==> config.mk <==
export PLATFORM = sky130hd
export DESIGN_NAME = charstring_number_encrypter
export DESIGN_NICKNAME = d
export VERILOG_FILES = /design/src/rtl/core/cne_pkg.sv /design/src/rtl/core/cne_ctrl.sv /design/src/rtl/core/cne_dp.sv /design/src/rtl/core/charstring_number_encrypter.sv
export SDC_FILE = /design/constraint.sdc
export NUM_CORES = 1
export LEC_CHECK = 0
export ABC_AREA = 1
export CORE_MARGIN = 2
export CORE_UTILIZATION = 65
export CTS_CLUSTER_SIZE = 10
export DETAILED_ROUTE_END_ITERATION = 16
export DONT_BUFFER_PORTS = 1
export HOLD_SLACK_MARGIN = 0.1
export PLACE_DENSITY = 0.93
export SLEW_MARGIN = 20
export SYNTH_ARGS = -nofsm -noshare
export SYNTH_HDL_FRONTEND = slang
export SYNTH_SLANG_ARGS = --single-unit
==> constraint.sdc <==
create_clock -name aclk -period 10.14 [get_ports aclk]
set_input_delay 0.507 -clock aclk [delete_from_list [all_inputs] [get_ports aclk]]
set_output_delay 0.507 -clock aclk [all_outputs]
set_load 0.02 [all_outputs]
==> src/rtl/core/cne_pkg.sv <==
// ----------------------------------------------------------------------------
// cne_pkg
// Shared types and constants for the charstring number encrypter.
// ----------------------------------------------------------------------------
package cne_pkg;

    // register map, index = paddr / 4
    typedef enum logic [1:0] {
        REG_KEY_SEED = 2'd0,
        REG_KEY_MUL  = 2'd1,
        REG_KEY_ADD  = 2'd2
    } reg_idx_t;

    localparam int unsigned PADDR_W = 4;

    localparam logic [15:0] KEY_SEED_RST = 16'd4330;
    localparam logic [15:0] KEY_MUL_RST  = 16'd52845;
    localparam logic [15:0] KEY_ADD_RST  = 16'd22719;

    // item kinds
    typedef enum logic [1:0] {
        KIND_NUMBER  = 2'd0,
        KIND_OPER    = 2'd1,
        KIND_ESC_OP  = 2'd2,
        KIND_NONE    = 2'd3
    } kind_t;

    // number coding
    localparam int NUM_ONE_MAX   = 107;
    localparam int NUM_TWO_MIN   = 108;
    localparam int NUM_TWO_MAX   = 1131;
    localparam logic [7:0] ONE_BYTE_BIAS = 8'd139;
    localparam logic [7:0] POS_LEAD_BASE = 8'd247;
    localparam logic [7:0] NEG_LEAD_BASE = 8'd251;
    localparam logic [7:0] LONG_LEAD     = 8'd255;
    localparam logic [7:0] ESCAPE_BYTE   = 8'd12;

    localparam int unsigned MAX_BYTES = 5;
    localparam int unsigned NBYTE_W   = 3;

    typedef enum logic [1:0] {
        ST_IDLE = 2'b01,
        ST_EMIT = 2'b10
    } state_t;

    typedef struct packed {
        logic load;   // take the input item, code it, apply restart
        logic emit;   // encrypt head byte into the output register
    } cmd_t;

    typedef struct packed {
        logic zero_len;  // input item codes to no bytes
        logic last;      // head byte is the final one of the item
        logic rem_zero;  // no bytes pending
    } stat_t;

endpackage

==> src/rtl/core/cne_ctrl.sv <==
// ----------------------------------------------------------------------------
// cne_ctrl
// Sequencer: accepts one item, then steps its bytes into the output register.
// ----------------------------------------------------------------------------
module cne_ctrl (
    input  logic            aclk,
    input  logic            aresetn,
    input  logic            s_valid,
    output logic            s_ready,
    output logic            m_valid,
    input  logic            m_ready,
    input  cne_pkg::stat_t  stat,
    output cne_pkg::cmd_t   cmd
);

    cne_pkg::state_t state_reg, state_next;
    logic            m_valid_reg, m_valid_next;
    logic            out_free;

    assign out_free = !m_valid_reg || m_ready;
    assign s_ready  = (state_reg == cne_pkg::ST_IDLE);
    assign m_valid  = m_valid_reg;

    always_comb begin
        cmd.load   = s_valid && (state_reg == cne_pkg::ST_IDLE);
        cmd.emit   = (state_reg == cne_pkg::ST_EMIT) && out_free;
        state_next = state_reg;
        unique case (state_reg)
            cne_pkg::ST_IDLE: begin
                if (cmd.load && !stat.zero_len) begin
                    state_next = cne_pkg::ST_EMIT;
                end
            end
            cne_pkg::ST_EMIT: begin
                if (cmd.emit && stat.last) begin
                    state_next = cne_pkg::ST_IDLE;
                end
            end
            default: state_next = cne_pkg::ST_IDLE;
        endcase
    end

    always_comb begin
        m_valid_next = m_valid_reg;
        if (cmd.emit) begin
            m_valid_next = 1'b1;
        end else if (m_ready) begin
            m_valid_next = 1'b0;
        end
    end

    always_ff @(posedge aclk) begin
        if (!aresetn) begin
            state_reg   <= cne_pkg::ST_IDLE;
            m_valid_reg <= 1'b0;
        end else begin
            state_reg   <= state_next;
            m_valid_reg <= m_valid_next;
        end
    end

`ifndef SYNTHESIS
    a_emit_has_bytes: assert property (@(posedge aclk) disable iff (!aresetn)
        state_reg == cne_pkg::ST_EMIT |-> !stat.rem_zero)
        else $error("emit state with no pending bytes");

    a_last_returns_idle: assert property (@(posedge aclk) disable iff (!aresetn)
        cmd.emit && stat.last |=> state_reg == cne_pkg::ST_IDLE && m_valid_reg)
        else $error("final byte did not end the item");

    a_load_starts_emit: assert property (@(posedge aclk) disable iff (!aresetn)
        cmd.load && !stat.zero_len |=> state_reg == cne_pkg::ST_EMIT && !stat.rem_zero)
        else $error("loaded item did not start emitting");
`endif

endmodule

==> src/rtl/core/cne_dp.sv <==
// ----------------------------------------------------------------------------
// cne_dp
// Datapath: number/operator coding, byte buffer, key update, byte counter.
// ----------------------------------------------------------------------------
module cne_dp #(
    parameter int MAX_LEN = 4096
) (
    input  logic                aclk,
    input  logic                aresetn,
    input  cne_pkg::cmd_t       cmd,
    output cne_pkg::stat_t      stat,
    input  logic [15:0]         key_seed,
    input  logic [15:0]         key_mul,
    input  logic [15:0]         key_add,
    input  logic [1:0]          s_kind,
    input  logic signed [31:0]  s_value,
    input  logic                s_restart,
    output logic [7:0]          m_cipher_byte,
    output logic [11:0]         m_byte_index,
    output logic                m_overflow,
    output logic                m_last
);

    localparam int CntW = $clog2(MAX_LEN + 1);
    localparam logic [CntW-1:0] MaxLenC = CntW'(MAX_LEN);

    // ---------------- coding of the input item ----------------
    logic [7:0]             enc_bytes [cne_pkg::MAX_BYTES];
    logic [cne_pkg::NBYTE_W-1:0] enc_n;
    logic signed [31:0]     v_plus_bias;
    logic signed [31:0]     v_pos_w;
    logic signed [31:0]     v_neg_w;
    logic [9:0]             w_pos;
    logic [9:0]             w_neg;
    logic                   in_one, in_pos, in_neg;

    always_comb begin
        v_plus_bias = s_value + 32'sd139;
        v_pos_w     = s_value - 32'(cne_pkg::NUM_TWO_MIN);
        v_neg_w     = -(s_value + 32'(cne_pkg::NUM_TWO_MIN));
        w_pos       = v_pos_w[9:0];
        w_neg       = v_neg_w[9:0];
        in_one = (s_value >= -cne_pkg::NUM_ONE_MAX) && (s_value <= cne_pkg::NUM_ONE_MAX);
        in_pos = (s_value >= cne_pkg::NUM_TWO_MIN) && (s_value <= cne_pkg::NUM_TWO_MAX);
        in_neg = (s_value >= -cne_pkg::NUM_TWO_MAX) && (s_value <= -cne_pkg::NUM_TWO_MIN);

        for (int i = 0; i < cne_pkg::MAX_BYTES; i++) begin
            enc_bytes[i] = 8'd0;
        end
        enc_n = '0;

        unique case (cne_pkg::kind_t'(s_kind))
            cne_pkg::KIND_NUMBER: begin
                if (in_one) begin
                    enc_bytes[0] = v_plus_bias[7:0];
                    enc_n        = 3'd1;
                end else if (in_pos) begin
                    enc_bytes[0] = cne_pkg::POS_LEAD_BASE + {6'd0, w_pos[9:8]};
                    enc_bytes[1] = w_pos[7:0];
                    enc_n        = 3'd2;
                end else if (in_neg) begin
                    enc_bytes[0] = cne_pkg::NEG_LEAD_BASE + {6'd0, w_neg[9:8]};
                    enc_bytes[1] = w_neg[7:0];
                    enc_n        = 3'd2;
                end else begin
                    enc_bytes[0] = cne_pkg::LONG_LEAD;
                    enc_bytes[1] = s_value[31:24];
                    enc_bytes[2] = s_value[23:16];
                    enc_bytes[3] = s_value[15:8];
                    enc_bytes[4] = s_value[7:0];
                    enc_n        = 3'd5;
                end
            end
            cne_pkg::KIND_OPER: begin
                enc_bytes[0] = s_value[7:0];
                enc_n        = 3'd1;
            end
            cne_pkg::KIND_ESC_OP: begin
                enc_bytes[0] = cne_pkg::ESCAPE_BYTE;
                enc_bytes[1] = s_value[7:0];
                enc_n        = 3'd2;
            end
            cne_pkg::KIND_NONE: begin
                enc_n = '0;
            end
            default: enc_n = '0;
        endcase
    end

    // ---------------- byte buffer (shifts toward slot 0) ----------------
    logic [7:0]                  buf_reg [cne_pkg::MAX_BYTES];
    logic [cne_pkg::NBYTE_W-1:0] rem_reg;

    always_ff @(posedge aclk) begin
        if (cmd.load) begin
            buf_reg <= enc_bytes;
        end else if (cmd.emit) begin
            for (int i = 0; i < cne_pkg::MAX_BYTES - 1; i++) begin
                buf_reg[i] <= buf_reg[i+1];
            end
            buf_reg[cne_pkg::MAX_BYTES-1] <= 8'd0;
        end
    end

    always_ff @(posedge aclk) begin
        if (!aresetn) begin
            rem_reg <= '0;
        end else if (cmd.load) begin
            rem_reg <= enc_n;
        end else if (cmd.emit) begin
            rem_reg <= rem_reg - 3'd1;
        end
    end

    assign stat.zero_len = (enc_n == '0);
    assign stat.last     = (rem_reg == 3'd1);
    assign stat.rem_zero = (rem_reg == '0);

    // ---------------- encryption and counter ----------------
    logic [15:0]     key_reg, key_next;
    logic [CntW-1:0] count_reg, count_next;
    logic [CntW:0]   count_p1;
    logic [7:0]      cipher;
    logic [15:0]     key_sum;
    logic [31:0]     count_ext;

    always_comb begin
        cipher    = buf_reg[0] ^ key_reg[15:8];
        key_sum   = key_reg + {8'd0, cipher};
        count_p1  = {1'b0, count_reg} + {{CntW{1'b0}}, 1'b1};
        count_ext = 32'(count_reg);
        key_next   = key_reg;
        count_next = count_reg;
        if (cmd.load) begin
            if (s_restart) begin
                key_next   = key_seed;
                count_next = '0;
            end
        end else if (cmd.emit) begin
            key_next = 16'(key_sum * key_mul) + key_add;
            if (count_reg < MaxLenC) begin
                count_next = count_p1[CntW-1:0];
            end
        end
    end

    always_ff @(posedge aclk) begin
        if (!aresetn) begin
            key_reg   <= cne_pkg::KEY_SEED_RST;
            count_reg <= '0;
        end else begin
            key_reg   <= key_next;
            count_reg <= count_next;
        end
    end

    // output register
    always_ff @(posedge aclk) begin
        if (cmd.emit) begin
            m_cipher_byte <= cipher;
            m_byte_index  <= count_ext[11:0];
            m_overflow    <= (count_p1 >= {1'b0, MaxLenC});
            m_last        <= stat.last;
        end
    end

endmodule

==> src/rtl/core/charstring_number_encrypter.sv <==
// ----------------------------------------------------------------------------
// charstring_number_encrypter
// Codes charstring numbers and operators into bytes and encrypts each byte
// with the running charstring key.
// ----------------------------------------------------------------------------
//  channel | direction | ports
//  s_      | in        | s_valid s_ready s_kind s_value s_restart
//  m_      | out       | m_valid m_ready m_cipher_byte m_byte_index m_overflow m_last
//  apb     | in/out    | psel penable pwrite paddr pwdata prdata pready
//
//  An item is accepted, then coded to 1..5 bytes that go out one per cycle
//  while the output register is free; the key update feeds each byte's cipher into the next.
//  An item that codes to no bytes is accepted and the block stays idle.
//  Reset is synchronous, active low; key and byte count return to their
//  reset values, configuration registers to their defaults.
//  A stalled m_ready holds the byte sequence; s_ready is high between items.
// ----------------------------------------------------------------------------
module charstring_number_encrypter #(
    parameter int MAX_LEN = 4096
) (
    input  logic                         aclk,
    input  logic                         aresetn,
    input  logic                         s_valid,
    output logic                         s_ready,
    input  logic [1:0]                   s_kind,
    input  logic signed [31:0]           s_value,
    input  logic                         s_restart,
    output logic                         m_valid,
    input  logic                         m_ready,
    output logic [7:0]                   m_cipher_byte,
    output logic [11:0]                  m_byte_index,
    output logic                         m_overflow,
    output logic                         m_last,
    input  logic                         psel,
    input  logic                         penable,
    input  logic                         pwrite,
    input  logic [cne_pkg::PADDR_W-1:0]  paddr,
    input  logic [31:0]                  pwdata,
    output logic [31:0]                  prdata,
    output logic                         pready
);

    logic [15:0]       seed_reg, mul_reg, add_reg;
    logic              wr_en;
    cne_pkg::reg_idx_t reg_sel;
    cne_pkg::cmd_t     cmd;
    cne_pkg::stat_t    stat;

    assign pready  = 1'b1;
    assign wr_en   = psel && penable && pwrite;
    assign reg_sel = cne_pkg::reg_idx_t'(paddr[3:2]);

    always_ff @(posedge aclk) begin
        if (!aresetn) begin
            seed_reg <= cne_pkg::KEY_SEED_RST;
            mul_reg  <= cne_pkg::KEY_MUL_RST;
            add_reg  <= cne_pkg::KEY_ADD_RST;
        end else if (wr_en) begin
            unique case (reg_sel)
                cne_pkg::REG_KEY_SEED: seed_reg <= pwdata[15:0];
                cne_pkg::REG_KEY_MUL:  mul_reg  <= pwdata[15:0];
                cne_pkg::REG_KEY_ADD:  add_reg  <= pwdata[15:0];
                default: ;
            endcase
        end
    end

    always_comb begin
        unique case (reg_sel)
            cne_pkg::REG_KEY_SEED: prdata = {16'd0, seed_reg};
            cne_pkg::REG_KEY_MUL:  prdata = {16'd0, mul_reg};
            cne_pkg::REG_KEY_ADD:  prdata = {16'd0, add_reg};
            default:               prdata = 32'd0;
        endcase
    end

    cne_ctrl u_ctrl (
        .aclk    (aclk),
        .aresetn (aresetn),
        .s_valid (s_valid),
        .s_ready (s_ready),
        .m_valid (m_valid),
        .m_ready (m_ready),
        .stat    (stat),
        .cmd     (cmd)
    );

    cne_dp #(
        .MAX_LEN (MAX_LEN)
    ) u_dp (
        .aclk          (aclk),
        .aresetn       (aresetn),
        .cmd           (cmd),
        .stat          (stat),
        .key_seed      (seed_reg),
        .key_mul       (mul_reg),
        .key_add       (add_reg),
        .s_kind        (s_kind),
        .s_value       (s_value),
        .s_restart     (s_restart),
        .m_cipher_byte (m_cipher_byte),
        .m_byte_index  (m_byte_index),
        .m_overflow    (m_overflow),
        .m_last        (m_last)
    );

endmodule
==> metrics.yaml <==
route:
  wl_um: 34400
  vias: 11100
  post_drt_wl_per_cell_um: 18.1
  drtAntennaViolNets: 0
  vias_per_cell: 5.85
  drt_iter0_markers: 1281
  drc: 0
  drt_pass1_iterations: 6
logic_synthesis:
  synth_area_mm2: 0.0126
  synth_seq_cells: 145
  synth_edf_count: 62
  synth.largest_area_cell: "fa_1"
  yosys-top-cells-count: "nand2_1 (382), inv_1 (333), nor2_1 (118), fa_1 (95), dfxtp_1 (83)"
  synthDominantCellAreaShare_pct: 15.1
  synth_compound_area_share_pct: 12.5
  synthCells: 1659
  synth_ff_type: "dfxtp_1"
  netlist-cell-type-count: 52
  seq_area_frac_synth_pct: 28.1
  synth_top_family_by_area: "adder cells"
  synth_area_leaders: "fa_1 (15%), edfxtp_1 (15%), dfxtp_1 (13%), nand2_1 (11%), inv_1 (10%)"
  synthMuxAreaShare_pct: 0
  yosys_warnings: 0
  synthAdderAreaFrac_pct: 22.3
  synth.most_common_cell: "nand2_1"
  yosys.area_share.simple_pct: 21.4
  synth_xor_area_share_pct: 2.70
  async_flop_share_pct: 0
  postSynthAreaPerCell_um2: 7.57
sta:
  fmax_mhz: 135
  fin_crit_ns: 7.39
  slew_headroom_pct: 18.5
  slew_viol_final: 0
  worst_pin_slew_ns: 1.22
  fin_crit_sh_pct: 72.9
  rsz0062_at_grt: "no"
  fin_setup_tns_ns: 0
  hold_slack_ns: 0.166
  finClkSkew_ns: 0.00818
  setup_viol: 0
  final_hold_viol_count: 0
clock_tree:
  root_buffer: "clkbuf_16"
  post_cts_buffers: 0
  clkLatencyLatePin_ns: 0.44
  clock_path_buffers: 2
  htree_levels: 4
  clk_pin_slew_ns: 0.07
  cts_sinks: 145
  cts_tree: "done"
  cts_hold_buf: 0
  postCtsResizedCells: 0
  cts_buffers: 17
floorplan:
  rows: 50
  io-pin-count: 135
  initial_utilization_pct: 66.7
  die_h_um: 143
  die_area_mm2: 0.0204
  coreArea_mm2: 0.0188
  die_w_um: 143
final_layout:
  layout-drive-gt1-share_pct: 4.68
  syn_to_final_growth_pct: 5.18
  largest_reg_flops: 40
  diodes: 0
  final_nets: 1878
run_status:
  status: "complete, no violations"
grt:
  grtUsageTotal_pct: 34.9
  overflow: 0
  antenna_found_initial: 0
  grt_max_degree: 65
  grt_pass1_vias: 10800
  grt_pass1_wl_um: 54700
place:
  gp_congestion: 0.980
  numPortBuffers: 0
  dp_hpwl_um: 26500
critical_path:
  worstPathMaxFanout: 8
  critPathRequiredTime_ns: 10.44
  arrival_ns: 7.70
  crit_path_end: "u_dp.key_reg[12]"
  critical_path_class: "flip-flop to flip-flop"
  worstSetupStartpointType: "flip-flop"
  worstReg2RegEnd: "u_dp.key_reg[12]"
  r2r_cells: 27
  crit_path_end_kind: "flip-flop"
  crit_path_start: "u_dp.key_reg[10]"
  r2r-start: "u_dp.key_reg[10]"
  r2r_setup_slack_ns: 2.75
job:
  max_cap_viol_count: 0
worst_hold_path:
  hold_path.class: "input pin to flip-flop"
## through the flow
| step | setup WS (ns) | std cells | cell area [um2] | util (%) |
|---|---|---|---|---|
| 2_1_floorplan | 3.82 | 1674 | 12600 | - |
| 6_report | 2.75 | 1906 | 13200 | 70.1 |
| 4_1_cts | 2.92 | 1906 | 13200 | 70.1 |
| 3_5_place_dp | 3.00 | 1874 | 12600 | 67.2 |
| 5_1_grt | 2.36 | 1906 | 13200 | 70.1 |
| 3_3_place_gp | 3.11 | 1874 | 12600 | 67.2 |
## area by class of cell
class	count	area, um2
clock buffer	18	429
clock inverter	14	131
inverter	344	1290
tap	260	325
timing repair buffer	6	45.0
multi-input combinational	1119	7460
sequential	145	3520
fill	1463	5620
## routing by layer
layer	vias up	global-route usage (%)	wire (um)
li1	5153	-	-
met1	5211	45.1	13000
met2	659	54.7	15600
met3	124	9.73	4200
met4	0	16.5	1610
met5	-	0	0
## layout by cell type, fill, tap and decap left out, types with 5 or more instances in the layout
cell type    n
nand4_1     15
buf_4        6
clkbuf_16   17
ha_1        72
nand3_1     71
conb_1      17
inv_1      333
xor2_1      29
nor2_1     118
nand2_1    382
edfxtp_1    62
o21ai_0     79
a21oi_1     79
fa_1        95
nor3_1      15
inv_6        6
o21ai_1      8
dfxtp_1     83
o211ai_1    30
a2bb2oi_1    5
nand3b_1    12
o21ai_2     12
xnor2_1      6
a31oi_1      6
or2_2        8
o221ai_1    13
clkinv_1     8
## cell families after synthesis
group,Yosys count
AND/OR/NAND/NOR,640
flip-flops,145
AO/OA/AOI/OAI,258
other,2
buffers and inverters,410
adder cells (fa/ha/maj),167
XOR/XNOR,37
## how the worst min path moves through the flow
stage                            startpoint              endpoint  slack, ns  cells after the start
after floorplan           u_dp.count_reg[3]  u_dp.m_byte_index[3]       0.41                      0
after global placement    u_dp.count_reg[3]  u_dp.m_byte_index[3]       0.41                      0
after detailed placement  u_dp.count_reg[4]  u_dp.m_byte_index[4]       0.43                      0
after CTS                           aresetn       u_dp.key_reg[6]       0.16                      1
after global routing                aresetn       u_dp.key_reg[6]       0.17                      1
final                               aresetn   u_ctrl.state_reg[0]       0.17                      1
## worst max-delay path, cell delays in order (launching register included)
cell,delay (ns)
dfxtp_1,0.59
xor2_1,0.29
ha_1,0.35
a21oi_2,0.19
nand2_1,0.11
nand2_1,0.07
nand2_1,0.30
inv_1,0.42
nor2_1,0.13
fa_1,0.56
inv_1,0.07
fa_1,0.53
inv_1,0.04
ha_1,0.21
fa_1,0.51
fa_1,0.52
inv_1,0.05
fa_1,0.48
inv_1,0.04
ha_1,0.34
a21oi_1,0.16
o21ai_0,0.09
a21o_1,0.19
a21o_1,0.17
a21oi_1,0.21
xor2_1,0.12
o21ai_0,0.36
o211ai_1,0.14
Power is not shown: default switching activity piles up to over one toggle a cycle in this logic, so the estimate is an artifact.
